### src/design/rmts_pkg.sv
// Shared types, constants and helpers for the rate-monotonic tick scheduler.
// Used by rmts_regs, rmts_sched and rate_monotonic_tick_scheduler.
`default_nettype none

package rmts_pkg;

  // Task slots, counter width and register geometry
  localparam int NumSlots   = 4;
  localparam int NumTasks   = 4;
  localparam int CountWidth = 16;
  localparam int RegWidth   = 16;
  localparam int TimeWidth  = 32;
  localparam int TaskIdxW   = 2;
  localparam int RegIdxW    = $clog2(2 * NumSlots);
  localparam int AddrWidth  = RegIdxW + 2;
  localparam int DataWidth  = 32;

  // Register indexes
  localparam logic [RegIdxW-1:0] RegPeriod0 = RegIdxW'(0);
  localparam logic [RegIdxW-1:0] RegBudget0 = RegIdxW'(NumSlots);

  typedef logic [RegWidth-1:0]   reg_word_t;
  typedef reg_word_t [NumSlots-1:0] reg_bank_t;
  typedef logic [CountWidth-1:0] count_t;
  typedef logic [TimeWidth-1:0]  time_t;

  // One scheduling decision
  typedef struct packed {
    logic [TaskIdxW-1:0] running_task;
    logic                busy;
    logic [NumSlots-1:0] release_mask;
    time_t               tick_time;
  } sched_res_t;

  // Fit a register value to the counter width
  function automatic count_t to_count(reg_word_t v);
    logic [CountWidth+RegWidth-1:0] wide;
    wide = {{CountWidth{1'b0}}, v};
    return wide[CountWidth-1:0];
  endfunction

  // Period as used by the counters: zero acts as one
  function automatic count_t eff_period(reg_word_t v);
    count_t p;
    p = to_count(v);
    return (p == '0) ? count_t'(1) : p;
  endfunction

endpackage

`default_nettype wire

### src/design/rmts_regs.sv
// APB-style register file holding task periods and budgets.
// Depends on rmts_pkg for register geometry and index constants.
`default_nettype none

module rmts_regs
  import rmts_pkg::*;
(
  input  wire logic                 clk,
  input  wire logic                 rst_n,
  input  wire logic                 psel,
  input  wire logic                 penable,
  input  wire logic                 pwrite,
  input  wire logic [AddrWidth-1:0] paddr,
  input  wire logic [DataWidth-1:0] pwdata,
  output logic      [DataWidth-1:0] prdata,
  output logic                      pready,
  output reg_bank_t                 periods,
  output reg_bank_t                 budgets
);

  reg_bank_t period_r, period_nxt;
  reg_bank_t budget_r, budget_nxt;
  logic [RegIdxW-1:0] reg_idx;
  logic [TaskIdxW-1:0] slot;
  logic wr_en;

  assign reg_idx = paddr[AddrWidth-1:2];
  assign slot    = reg_idx[TaskIdxW-1:0];
  assign wr_en   = psel && penable && pwrite;
  assign pready  = 1'b1;

  // Decode the write transaction
  always_comb begin
    period_nxt = period_r;
    budget_nxt = budget_r;
    if (wr_en) begin
      if (reg_idx < RegBudget0) begin
        period_nxt[slot] = pwdata[RegWidth-1:0];
      end else begin
        budget_nxt[slot] = pwdata[RegWidth-1:0];
      end
    end
  end

  always_ff @(posedge clk) begin
    if (!rst_n) begin
      for (int i = 0; i < NumSlots; i++) begin
        period_r[i] <= '1;
        budget_r[i] <= '0;
      end
    end else begin
      period_r <= period_nxt;
      budget_r <= budget_nxt;
    end
  end

  // Read back the addressed register; periods sit below the first budget
  always_comb begin
    if (reg_idx < RegBudget0) begin
      prdata = DataWidth'(period_r[slot]);
    end else begin
      prdata = DataWidth'(budget_r[slot]);
    end
  end

  assign periods = period_r;
  assign budgets = budget_r;

endmodule

`default_nettype wire

### src/design/rmts_sched.sv
// Scheduler state (remaining budgets, phases, time) and the per-tick decision.
// Depends on rmts_pkg for types and counter helpers.
`default_nettype none

module rmts_sched
  import rmts_pkg::*;
(
  input  wire logic       clk,
  input  wire logic       rst_n,
  input  wire logic       step,
  input  wire logic       restart,
  input  wire reg_bank_t  periods,
  input  wire reg_bank_t  budgets,
  output sched_res_t      res
);

  count_t remaining_r [NumTasks];
  count_t remaining_nxt [NumTasks];
  count_t phase_r [NumTasks];
  count_t phase_nxt [NumTasks];
  time_t  time_r, time_nxt;

  count_t rem_rel [NumTasks];
  count_t eff_p [NumTasks];
  logic [NumTasks-1:0] rel_vec;
  logic [NumTasks-1:0] dec_vec;
  time_t now;
  logic busy;
  logic [TaskIdxW-1:0] run;
  count_t best;
  logic [CountWidth:0] ph_inc;

  always_comb begin
    now     = restart ? '0 : time_r;
    busy    = 1'b0;
    run     = '0;
    best    = '0;
    ph_inc  = '0;
    rel_vec = '0;
    dec_vec = '0;

    // Release tasks whose phase is zero (not at time zero), reload their budgets; a restart reloads all
    for (int i = 0; i < NumTasks; i++) begin
      eff_p[i]   = eff_period(periods[i]);
      rel_vec[i] = (now != '0) && (restart || phase_r[i] == '0);
      if (restart || rel_vec[i]) begin
        rem_rel[i] = to_count(budgets[i]);
      end else begin
        rem_rel[i] = remaining_r[i];
      end
    end

    // Pick the ready task with the shortest period, lower index on ties
    for (int i = 0; i < NumTasks; i++) begin
      if (rem_rel[i] != '0 && (!busy || eff_p[i] < best)) begin
        busy = 1'b1;
        best = eff_p[i];
        run  = TaskIdxW'(i);
      end
    end

    // Burn one tick of budget, advance the phases
    for (int i = 0; i < NumTasks; i++) begin
      dec_vec[i]       = busy && (run == TaskIdxW'(i));
      remaining_nxt[i] = dec_vec[i] ? rem_rel[i] - count_t'(1) : rem_rel[i];
      ph_inc           = {1'b0, (restart ? count_t'(0) : phase_r[i])} + 1'b1;
      phase_nxt[i]     = (ph_inc >= {1'b0, eff_p[i]}) ? '0 : ph_inc[CountWidth-1:0];
    end
    time_nxt = now + 1'b1;
  end

  always_ff @(posedge clk) begin
    if (!rst_n) begin
      for (int i = 0; i < NumTasks; i++) begin
        remaining_r[i] <= '0;
        phase_r[i]     <= '0;
      end
      time_r <= '0;
    end else if (step) begin
      remaining_r <= remaining_nxt;
      phase_r     <= phase_nxt;
      time_r      <= time_nxt;
    end
  end

  assign res.running_task = run;
  assign res.busy         = busy;
  assign res.release_mask = NumSlots'(rel_vec);
  assign res.tick_time    = now;

`ifndef ASSERT_OFF
  a_one_dec: assert property (@(posedge clk) disable iff (!rst_n)
    step |-> $onehot0(dec_vec))
    else $error("more than one task charged in one tick");
  a_busy_dec: assert property (@(posedge clk) disable iff (!rst_n)
    step && busy |-> $countones(dec_vec) == 1)
    else $error("busy tick charged no task");
  a_time_adv: assert property (@(posedge clk) disable iff (!rst_n)
    step |=> time_r == $past(now) + 1'b1)
    else $error("time did not advance by one");
`endif

endmodule

`default_nettype wire

### src/design/rate_monotonic_tick_scheduler.sv
// Rate-monotonic tick scheduler, top level: input stage, scheduler, result register.
// A tick waits in the input stage, then its decision is registered in the result register.
// Throughput: one tick per cycle unless stalled; state updates once per tick, in one pass.
// Reset (rst_n low, synchronous): both stages empty, time, phases and budgets cleared,
// periods set to 65535 and budgets to 0. Depends on rmts_pkg, rmts_regs, rmts_sched.
`default_nettype none

module rate_monotonic_tick_scheduler
  import rmts_pkg::*;
(
  input  wire logic                 clk,
  input  wire logic                 rst_n,
  input  wire logic                 in_valid,
  output logic                      in_stall,
  input  wire logic                 in_restart,
  output logic                      out_valid,
  input  wire logic                 out_stall,
  output logic [TaskIdxW-1:0]       out_running_task,
  output logic                      out_busy_res,
  output logic [NumSlots-1:0]       out_release_mask,
  output logic [TimeWidth-1:0]      out_tick_time,
  input  wire logic                 psel,
  input  wire logic                 penable,
  input  wire logic                 pwrite,
  input  wire logic [AddrWidth-1:0] paddr,
  input  wire logic [DataWidth-1:0] pwdata,
  output logic      [DataWidth-1:0] prdata,
  output logic                      pready
);

  reg_bank_t  periods, budgets;
  sched_res_t res;
  sched_res_t res_r;
  logic s1_valid_r, s1_valid_nxt;
  logic s1_restart_r;
  logic out_valid_r, out_valid_nxt;
  logic accept, advance;

  rmts_regs u_regs (
    .clk     (clk),
    .rst_n   (rst_n),
    .psel    (psel),
    .penable (penable),
    .pwrite  (pwrite),
    .paddr   (paddr),
    .pwdata  (pwdata),
    .prdata  (prdata),
    .pready  (pready),
    .periods (periods),
    .budgets (budgets)
  );

  rmts_sched u_sched (
    .clk     (clk),
    .rst_n   (rst_n),
    .step    (advance),
    .restart (s1_restart_r),
    .periods (periods),
    .budgets (budgets),
    .res     (res)
  );

  // Move the held tick forward when the result slot is free or draining
  assign advance  = s1_valid_r && (!out_valid_r || !out_stall);
  assign in_stall = s1_valid_r && !advance;
  assign accept   = in_valid && !in_stall;

  assign s1_valid_nxt  = accept || (s1_valid_r && !advance);
  assign out_valid_nxt = advance || (out_valid_r && out_stall);

  always_ff @(posedge clk) begin
    if (!rst_n) begin
      s1_valid_r  <= 1'b0;
      out_valid_r <= 1'b0;
    end else begin
      s1_valid_r  <= s1_valid_nxt;
      out_valid_r <= out_valid_nxt;
    end
  end

  // Capture the incoming transaction
  always_ff @(posedge clk) begin
    if (accept) begin
      s1_restart_r <= in_restart;
    end
  end

  // Hold the result until it is taken
  always_ff @(posedge clk) begin
    if (advance) begin
      res_r <= res;
    end
  end

  assign out_valid        = out_valid_r;
  assign out_running_task = res_r.running_task;
  assign out_busy_res     = res_r.busy;
  assign out_release_mask = res_r.release_mask;
  assign out_tick_time    = res_r.tick_time;

`ifndef ASSERT_OFF
  a_stall_full: assert property (@(posedge clk) disable iff (!rst_n)
    in_stall |-> s1_valid_r && out_valid_r)
    else $error("input stalled with room in the pipeline");
  a_forward: assert property (@(posedge clk) disable iff (!rst_n)
    s1_valid_r && !out_valid_r |=> out_valid_r)
    else $error("held tick did not move to the result register");
  a_zero_rel: assert property (@(posedge clk) disable iff (!rst_n)
    out_valid_r && out_tick_time == '0 |-> out_release_mask == '0)
    else $error("release reported at time zero");
  a_idle_task: assert property (@(posedge clk) disable iff (!rst_n)
    out_valid_r && !out_busy_res |-> out_running_task == '0)
    else $error("idle tick names a task");
`endif

endmodule

`default_nettype wire

### config.mk
export PLATFORM = sky130hd
export DESIGN_NAME = rate_monotonic_tick_scheduler
export DESIGN_NICKNAME = d
export VERILOG_FILES = /design/src/design/rmts_pkg.sv /design/src/design/rmts_regs.sv /design/src/design/rmts_sched.sv /design/src/design/rate_monotonic_tick_scheduler.sv
export SDC_FILE = /design/constraint.sdc
export NUM_CORES = 1
export LEC_CHECK = 0
export ABC_AREA = 1
export BUFFER_PORTS_ARGS = -buffer_cell sky130_fd_sc_hd__buf_2
export CORE_UTILIZATION = 30
export CTS_BUF_LIST = sky130_fd_sc_hd__clkbuf_16
export CTS_CLUSTER_DIAMETER = 200
export DETAILED_ROUTE_END_ITERATION = 16
export GPL_ROUTABILITY_DRIVEN = 0
export PLACE_DENSITY = 0.48
export SYNTH_ARGS = -nofsm -noshare
export SYNTH_HDL_FRONTEND = slang
export SYNTH_HIERARCHICAL = 1
export SYNTH_SLANG_ARGS = --single-unit
### constraint.sdc
create_clock -name clk -period 16.2 [get_ports clk]
set_input_delay 0.81 -clock clk [delete_from_list [all_inputs] [get_ports clk]]
set_output_delay 0.81 -clock clk [all_outputs]
set_load 0.005 [all_outputs]
==> impl_results.md, run 1 <==
- Run status: complete, no violations
- Hold bufs inserted after CTS: 0
- Routed len/inst: 16.9 um
- Ys async rst share: 0%
- Worst Setup Path Type: flip-flop to flip-flop
- Worst Setup Start Kind: flip-flop
- CP Depth: 46
- Pin count of the biggest net entering global routing: 148
- Mapped Area: 22500 sq um
- Congestion Overflow GR: 0
- Number of DRC markers in iteration 0: 1641
- Worst-margin pin slew: 1200 ps
- H-tree levels: 2
- TritonRoute pass-1 iters: 5
- Clock-pin slew on the worst setup and hold paths: 60 ps
- Synth Warn #: 6
- Crit path DAT: 10470 ps
- Worst vdd ir: 159 uV
- Fin crit share: 61.6%
- Post-cts sizing count: 0
- Post-CTS setup buffers: 0
- Flops & latches, synth: 330
- Xor and xnor area share after synthesis: 3.39%
- Ant. Diodes: 0
- Post-Synth Simple-Gate Area: 36.5%
- Via density: 4.90
- Post-Route WL: 75200 um
- Pre-CTS WS: 6310 ps
- Metal1 wirelength: 36500 um
- Clock buffer depth: 3
- Metal3 WL: 4380 um
- Clock latency on the worst-skew pair: 600 ps
- Dpl hpwl: 52200 um
- Vias in the first global route: 20100
- Leakage: 12.4 nW
- Highest routed metal layer: met5
- Fin crit period: 9980 ps
- Die Area: 76100 sq um
- CP bufs+invs: 7
- Max-cap viol count: 0
- Slew Limit Fails: 0
- # fillers: 8275
- Syn Area/Cell: 6.41 sq um
- Synth Area in Compound Gates: 9.11%
- Worst setup EP type: flip-flop
- Top delay family on crit path: compound AO/OA/AOI/OAI gates
- Worst-path fanout max: 44
- Yosys cell types: 56
- Rows: 100
- Share of layout cells above drive strength 1: 6.87%
- Reg area: 7010 sq um
- Syn Inst Count: 3513
- Post-synthesis adder-cell area fraction: 6.67%
- Total CTS buffers: 44
- R2r worst-path depth: 46
- Area leader, netlist: dfxtp_1
- Initial Utilization: 30.3%
- Port Buffers: 83
- Peak Freq: 0.100 GHz
- Power Total: 0.00286 W
- Hold depth: 1
- Root Driver: clkbuf_16
- Die width: 276 um
- Unrepaired setup endpoints after global routing: no
- Required time worst endpoint: 16690 ps
- CP peak stage delay: 630 ps
- Setup WS post-layout: 6220 ps
- Slowest cell on crit path: buf_4
- CTS tree: done
- Main combinational cell family by area after synthesis: simple AND/OR/NAND/NOR gates
- Hold Path Class: input port to flip-flop
- Pwr dens: 115 nW/um^2
- Clk_skew: 39.3 ps
- Register area share after synthesis: 31.1%
- Post-route DRC: 0
- Yosys top cell area share: 25.8%
- GRT Util Overall: 19.6%
- Initial antenna violation count: 3
- Detail Route Antenna Nets: 0
- EDFF count, synth: 40
- Final number of setup-violating endpoints: 0
- Cell mode on critical path: nand2_1
- Relative slew slack: 19.2%
- Nets@finish: 3607
- Final Hold Viols: 0
- Area of the multi-input gates: 12800 sq um
- Core ar.: 74300 sq um
- Post-synthesis mux area share: 0.801%
- Top post-synthesis cells by area: dfxtp_1 (26%), nand2_1 (16%), inv_1 (7.3%)
- I/O pins: 119
- Area growth syn-to-layout: 10.4%
- Total negative slack: 0 ps
- Top FF cell, synth: dfxtp_1
- Die H: 276 um
- First-pass GRT wire length: 117000 um
- Met2 WL: 32500 um
- Via count: 21800
- Clk sinks: 330
where the power goes:
group / internal (W) / switching [W]
combinational: 0.000253 / 0.000717
clock: 0.000593 / 0.000408
sequential: 0.000866 / 0.0000212
flip-flops by register name (all words and copies together), names as in the netlist, 2 cells and up:
register,count
out_running_task,2
out_release_mask,4
u_sched/phase_r,64
u_regs/periods,64
out_tick_time,32
u_sched/remaining_r,64
u_sched/time_r,32
u_regs/budgets,64
cell usage in the layout, fill, tap and decap left out, types with 6 or more instances in the layout:
| cell type | netlist | layout |
|---|---|---|
| nand2_1 | 952 | 952 |
| inv_1 | 439 | 441 |
| nor2_1 | 391 | 390 |
| dfxtp_1 | 290 | 290 |
| nand3_1 | 257 | 257 |
| nand4_1 | 175 | 175 |
| a21oi_1 | 150 | 149 |
| ha_1 | 120 | 120 |
| o21ai_0 | 112 | 112 |
| buf_2 | 35 | 82 |
| xor2_1 | 66 | 66 |
| clkbuf_16 | 0 | 46 |
| nor3_1 | 45 | 45 |
| edfxtp_1 | 40 | 40 |
| nor4_1 | 37 | 37 |
| o211ai_1 | 34 | 34 |
| buf_4 | 25 | 25 |
| xnor2_1 | 21 | 21 |
| mux2i_1 | 18 | 18 |
| conb_1 | 2 | 17 |
| nand2_2 | 15 | 15 |
| inv_2 | 13 | 14 |
| clkinv_1 | 1 | 13 |
| o21ai_1 | 15 | 13 |
| clkinv_2 | 0 | 10 |
| a211oi_1 | 8 | 8 |
| nor2_2 | 8 | 7 |
| o21bai_1 | 6 | 6 |
metal layers:
layer / up-vias / track usage, %
met3: 92 / 3.23
met1: 9987 / 27.8
met5: - / 0
met4: 2 / 5.58
li1: 11200 / -
met2: 530 / 30.4
synth_stat cells, drive strengths merged, types with 45 or more instances:
cell type	n
inv	452
nand2	972
nand4	177
ha	120
dfxtp	290
o21ai	129
nor2	401
a21oi	152
buf	100
xor2	66
nand3	259
clkbuf	141
nor3	45
path summary, 6_finish.rpt:
check / startpoint / end / slack [ps]
setup / recovery: s1_restart_r / u_sched/remaining_r[25] / 6220
hold / removal: in_restart / s1_restart_r / 420
setup reg to reg: s1_restart_r / u_sched/remaining_r[25] / 6220
hold reg to reg: u_sched/time_r[1] / u_sched/time_r[1] / 460
metrics by stage:
stage / instances / util (%) / hold slack (ps) / area (sq um)
detailed placement: 4365 / 31.5 / 453 / 23400
CTS: 4447 / 33.4 / 395 / 24800
global placement: 4365 / 31.5 / 449 / 23400
floorplan: 3528 / - / 435 / 22600
finish: 4447 / 33.4 / 422 / 24800
global route: 4447 / 33.4 / 401 / 24800
cells by family after synthesis:
group,count (synthesis)
simple gates,1900
buf+inv,694
compound gates,362
flops,330
fa+ha+maj,120
xor+xnor,87
mux,18
other cells,2
worst register-to-register path: cells and delay by family (launching register included):
kind / cells / cell delay, ps
buffers and inverters: 7 / 1950
flip-flops: 1 / 350
AO/OA/AOI/OAI: 14 / 3340
adder cells (fa/ha/maj): 4 / 1080
AND/OR/NAND/NOR: 21 / 3190
final cells by class:
class,count,area share (%)
Timing Repair Buffer,109,2.53
Tap cell,969,4.88
Multi-Input combinational cell,2504,51.6
Clock inverter,36,1.24
Inverter,453,6.86
Sequential cell,330,28.2
Clock buffer,46,4.63
No activity file was read; power rests on OpenSTA's default activity.
==> inputs of run 2 (changes only) <==
--- a/config.mk
+++ b/config.mk
@@ -12,7 +12,7 @@
 export CTS_CLUSTER_DIAMETER = 200
 export DETAILED_ROUTE_END_ITERATION = 16
 export GPL_ROUTABILITY_DRIVEN = 0
-export PLACE_DENSITY = 0.48
+export PLACE_DENSITY = 0.5
 export SYNTH_ARGS = -nofsm -noshare
 export SYNTH_HDL_FRONTEND = slang
 export SYNTH_HIERARCHICAL = 1
==> constraint.sdc (replaced) <==
create_clock -name clk -period 8.8 [get_ports clk]
set_input_delay 0.44 -clock clk [delete_from_list [all_inputs] [get_ports clk]]
set_output_delay 0.44 -clock clk [all_outputs]
set_load 0.005 [all_outputs]
==> impl_results.md, run 2 (synthesis results as in run 1) <==
- Comb power frac: 35.9% (+2.0 points)
- Detail Route Antenna Nets: 0 (unchanged)
- Via density: 4.90 (-0.15%)
- Required time worst endpoint: 9260 ps (-7430 ps)
- Clk sinks: 330 (unchanged)
- Crit path DAT: 8540 ps (-1930 ps)
- Metal3 WL: 4670 um (+6.6%)
- Cell mode on critical path: nand2_1
- Fin Hold WS: 51.5 ps (-370 ps)
- Metal1 wirelength: 36200 um (-0.81%)
- Clk_skew: 51.2 ps (+11.8 ps)
- Routed len/inst: 16.7 um (-1.5%)
- Design internal power: 0.00319 W (+86%)
- Number of DRC markers in iteration 0: 1685 (+2.7%)
- Final number of setup-violating endpoints: 0 (unchanged)
- Initial antenna violation count: 0 (-3)
- Port Buffers: 83 (unchanged)
- Max-cap viol count: 0 (unchanged)
- Congestion Overflow GR: 0 (unchanged)
- GRT Util Overall: 19.3% (-0.29 points)
- Slew Limit Fails: 0 (unchanged)
- H-tree levels: 2 (unchanged)
- Worst setup EP type: flip-flop
- Unrepaired setup endpoints after global routing: no
- CP peak stage delay: 450 ps (-180 ps)
- Nets@finish: 3632 (+0.69%)
- Via count: 21900 (+0.36%)
- Vias in the first global route: 20100 (+0.010%)
- Core ar.: 74300 sq um (unchanged)
- Leakage: 12.5 nW (+0.99%)
- Sw power: 0.00216 W (+89%)
- Hold bufs inserted after CTS: 0 (unchanged)
- Clock buffer depth: 3 (unchanged)
- Worst-margin pin slew: 1160 ps (-41.3 ps)
- DP Cell Count: 4386 (+0.48%)
- Reg power frac: 30.5% (-0.5 points)
- Worst-path fanout max: 30 (-32%)
- Most common cell after layout, fill and taps aside: nand2_1
- Fin crit period: 8070 ps (-1900 ps)
- Post-Route WL: 74500 um (-0.96%)
- Share of layout cells above drive strength 1: 7.68% (+0.81 points)
- Post-route DRC: 0 (unchanged)
- First-pass GRT wire length: 116000 um (-1.2%)
- Rows: 100 (unchanged)
- Initial Utilization: 30.3% (unchanged)
- I/O pins: 119 (unchanged)
- Die width: 276 um (unchanged)
- Hold Path Class: input port to flip-flop
- Worst vdd ir: 143 uV (-10%)
- Relative slew slack: 22.0% (+2.8 points)
- Clock latency on the worst-skew pair: 610 ps (about the same)
- CTS tree: done
- Worst Setup Start Kind: flip-flop
- Highest routed metal layer: met4
- Slowest cell on crit path: edfxtp_1
- Pre-CTS WS: 129 ps (-6180 ps)
- Area growth syn-to-layout: 11.4%
- Post-route insts no fill: 4470 (+0.52%)
- Final core utilization: 33.7% (+0.30 points)
- Total CTS buffers: 44 (unchanged)
- Worst Setup Path Type: flip-flop to flip-flop
- Met2 WL: 31900 um (-2.0%)
- Switching Share: 40.4% (+0.27 points)
- Pwr dens: 214 nW/um^2 (+86%)
- Clock-pin slew on the worst setup and hold paths: 60 ps (about the same)
- Final Hold Viols: 0 (unchanged)
- Pin count of the biggest net entering global routing: 100 (-32%)
- Fin crit share: 91.8% (+30 points)
- Die H: 276 um (unchanged)
- Dpl hpwl: 52300 um (+0.16%)
- TritonRoute pass-1 iters: 6 (+1)
- Run status: complete, no violations
- Die Area: 76100 sq um (unchanged)
- Root Driver: clkbuf_16
- Setup WS post-layout: 725 ps (-5500 ps)
- Ant. Diodes: 0 (unchanged)
- Commonest non-fill, non-tap cells in the layout: nand2_1 (951), inv_1 (440), nor2_1 (389)
- # fillers: 8211 (-0.77%)
- Clock power frac: 33.6% (-1.4 points)
- Total negative slack: 0 ps (unchanged)
- Peak Freq: 0.124 GHz (+24%)
run 2: repair_timing:
action                     in CTS  in global routing
buffers inserted                0                  4
hold endpoints to repair        0                  0
setup endpoints to repair       0                 66
resized for setup               0                 19
run 2: area by class of cell:
class                           instances  area (sq um)  area share (%)
Sequential cell                       330          7010            28.0
Clock buffer                           46          1150            4.59
Tap cell                              969          1210            4.84
Multi-Input combinational cell       2504         12900            51.5
Timing Repair Buffer                  134           817            3.26
Inverter                              453          1710            6.80
Clock inverter                         34           274            1.09
run 2: worst paths after layout:
path                     start                       to  slack, ps  cells past startpoint
min                 in_restart             s1_restart_r         50                      1
max reg2reg       s1_restart_r  u_sched/remaining_r[34]        730                     60
max               s1_restart_r  u_sched/remaining_r[34]        730                     60
min reg2reg  u_sched/time_r[1]        u_sched/time_r[1]        460                      2
run 2: through the flow:
step / cell area (sq um) / power (W)
floorplan: 22600 / 0.00301
global placement: 23500 / 0.00351
detailed placement: 23500 / 0.00351
CTS: 25000 / 0.00534
global route: 25100 / 0.00570
finish: 25100 / 0.00535
run 2: power by group through the flow:
stage	Combinational, W	Sequential, W	Clock [W]
2_1_floorplan	0.00135	0.00165	0
3_3_place_gp	0.00184	0.00167	0
3_5_place_dp	0.00185	0.00167	0
4_1_cts	0.00185	0.00163	0.00186
5_1_grt	0.00214	0.00164	0.00192
6_report	0.00192	0.00164	0.00180
run 2: metal layers:
metal	GRT usage, %	up-vias
met2	29.5	587
met4	4.96	0
met5	0	-
met3	3.14	109
met1	28.0	9957
li1	-	11200
run 2: worst max-delay path: cells and delay by family (launching register included):
kind / cells / cell delay (ps)
simple gates: 38 / 3680
compound gates: 8 / 1280
fa+ha+maj: 5 / 1170
buf+inv: 8 / 1100
flops: 1 / 450
mux: 1 / 250
==> inputs of run 3 (changes only) <==
--- a/config.mk
+++ b/config.mk
@@ -12,7 +12,7 @@
 export CTS_CLUSTER_DIAMETER = 200
 export DETAILED_ROUTE_END_ITERATION = 16
 export GPL_ROUTABILITY_DRIVEN = 0
-export PLACE_DENSITY = 0.5
+export PLACE_DENSITY = 0.48
 export SYNTH_ARGS = -nofsm -noshare
 export SYNTH_HDL_FRONTEND = slang
 export SYNTH_HIERARCHICAL = 1
==> constraint.sdc (replaced) <==
create_clock -name clk -period 10.2 [get_ports clk]
set_input_delay 0.51 -clock clk [delete_from_list [all_inputs] [get_ports clk]]
set_output_delay 0.51 -clock clk [all_outputs]
set_load 0.005 [all_outputs]
==> impl_results.md, run 3 (synthesis results as in run 1) <==
- Detail Route Antenna Nets: 0 (unchanged)
- Via count: 21800 (-0.36%)
- Core ar.: 74300 sq um (unchanged)
- HP Start: in_restart
- RR Endpoint: u_sched/remaining_r[30]
- Unrepaired setup endpoints after global routing: no
- Worst Setup Path Type: flip-flop to flip-flop
- # fillers: 8266 (+0.67%)
- Post-CTS setup buffers: 0 (unchanged)
- I/O pins: 119 (unchanged)
- Most common cell after layout, fill and taps aside: nand2_1
- Worst vdd ir: 186 uV (+30%)
- Hold depth: 1 (unchanged)
- Crit path DAT: 9650 ps (+1110 ps)
- Commonest non-fill, non-tap cells in the layout: nand2_1 (952), inv_1 (443), nor2_1 (390)
- Required time worst endpoint: 10680 ps (+1420 ps)
- Slowest cell on crit path: edfxtp_1
- Worst Setup Start Kind: flip-flop
- Ant. Diodes: 0 (unchanged)
- Initial antenna violation count: 1 (+1)
- Port Buffers: 83 (unchanged)
- Total negative slack: 0 ps (unchanged)
- Pin count of the biggest net entering global routing: 138 (+38%)
- First-pass GRT wire length: 117000 um (+1.3%)
- Worst setup EP type: flip-flop
- Clock buffer depth: 3 (unchanged)
- Final Hold Viols: 0 (unchanged)
- Vias in the first global route: 20400 (+1.9%)
- Via density: 4.90 (+0.16%)
- Pwr dens: 186 nW/um^2 (-13%)
- Area growth syn-to-layout: 10.8%
- Share of layout cells above drive strength 1: 7.02% (-0.67 points)
- Die width: 276 um (unchanged)
- Number of DRC markers in iteration 0: 1635 (-3.0%)
- Cell mode on critical path: nand2_1
- Fin crit share: 89.9% (-1.8 points)
- Total CTS buffers: 44 (unchanged)
- Leakage: 12.4 nW (-0.61%)
- Dpl hpwl: 52400 um (+0.28%)
- Fin crit period: 9170 ps (+1100 ps)
- Nets@finish: 3610 (-0.61%)
- Clock latency on the worst-skew pair: 600 ps (about the same)
- Worst-path fanout max: 36 (+20%)
- Relative slew slack: 19.6% (-2.3 points)
- Die H: 276 um (unchanged)
- Reg area: 7010 sq um (unchanged)
- Run status: complete, no violations
- Max-cap viol count: 0 (unchanged)
- TritonRoute pass-1 iters: 5 (-1)
- Rows: 100 (unchanged)
- Initial Utilization: 30.3% (unchanged)
- Routed len/inst: 16.8 um (+0.84%)
- Fin Hold WS: 129 ps (+77.3 ps)
- Die Area: 76100 sq um (unchanged)
- Root Driver: clkbuf_16
- Post-route insts no fill: 4447 (-0.51%)
- Clk sinks: 330 (unchanged)
- Hold Path Class: input port to flip-flop
- Post-route DRC: 0 (unchanged)
- H-tree levels: 2 (unchanged)
- R2r worst-path depth: 50 (-17%)
- Area of the multi-input gates: 12800 sq um (-0.48%)
- Peak Freq: 0.109 GHz (-12%)
- Clk_skew: 34.9 ps (-16.2 ps)
- Slew Limit Fails: 0 (unchanged)
- R2r startpoint: s1_restart_r
- Hold EP: s1_restart_r
- CP peak stage delay: 610 ps (+160 ps)
- DP Cell Count: 4368 (-0.41%)
- GRT Util Overall: 19.6% (+0.26 points)
- Clock-pin slew on the worst setup and hold paths: 50 ps (about the same)
- Post-Route WL: 74700 um (+0.32%)
- Congestion Overflow GR: 0 (unchanged)
- CTS tree: done
- Worst-margin pin slew: 1190 ps (+34.5 ps)
- R2R Setup Slk: 1030 ps (+300 ps)
- Final number of setup-violating endpoints: 0 (unchanged)
[run 3: changes by cell type in the layout (fill, tap and decap cells not counted), sizes merged]
cell,change
bufinv,+5
clkinv,-8
clkbuf,-1
inv,+3
buf,-22
[run 3: area by class of cell]
class | instances | area share, %
inverter | 453 | 6.84
clock inverter | 34 | 1.55
multi-input combinational | 2504 | 51.5
timing repair buffer | 112 | 2.62
clock buffer | 45 | 4.52
sequential | 330 | 28.1
tap | 969 | 4.86
[run 3: how the worst max path moves through the flow]
stage	slack, ps	to	start
2_1_floorplan	1510	u_sched/remaining_r[31]	s1_restart_r
3_3_place_gp	720	u_sched/remaining_r[30]	s1_restart_r
3_5_place_dp	640	u_sched/remaining_r[30]	s1_restart_r
4_1_cts	600	u_sched/remaining_r[30]	s1_restart_r
5_1_grt	80	u_sched/remaining_r[20]	s1_restart_r
6_report	1030	u_sched/remaining_r[30]	s1_restart_r
[run 3: metrics by stage]
step	power, W	worst slack, ps	util (%)	area [sq um]
after global routing	0.00491	78.4	33.5	24900
after detailed placement	0.00299	639	31.5	23400
after CTS	0.00466	596	33.5	24900
final	0.00463	1030	33.5	24900
after floorplan	0.00259	1510	-	22600
after global placement	0.00299	724	31.5	23400
[run 3: per-layer routing]
metal	GRT usage, %	share of wire, %	vias to the layer above
met5	0	0.013	-
met2	30.3	43	507
met4	5.75	2.5	2
li1	-	-	11200
met3	3.21	5.4	82
met1	27.8	49	9999
[run 3: what timing repair did]
action	4_1_cts	5_1_grt
hold buffers	0	0
resized for setup	0	6
setup endpoints to repair	0	45
[run 3: report_power, final]
part	internal [W]	switching (W)	leakage [nW]	total [W]
sequential	0.00138	0.0000351	2.75	0.00141
combinational	0.000428	0.00114	8.91	0.00157
clock	0.00100	0.000641	0.763	0.00165
total	0.00281	0.00182	12.4	0.00463
[run 3: worst max-delay path: cells and delay by family, from the launching register on]
family          cells  cell delay (ps)
mux                 1              340
buf+inv             5              640
simple gates       30             4030
flops               1              610
compound gates     10             2370
fa+ha+maj           4             1040
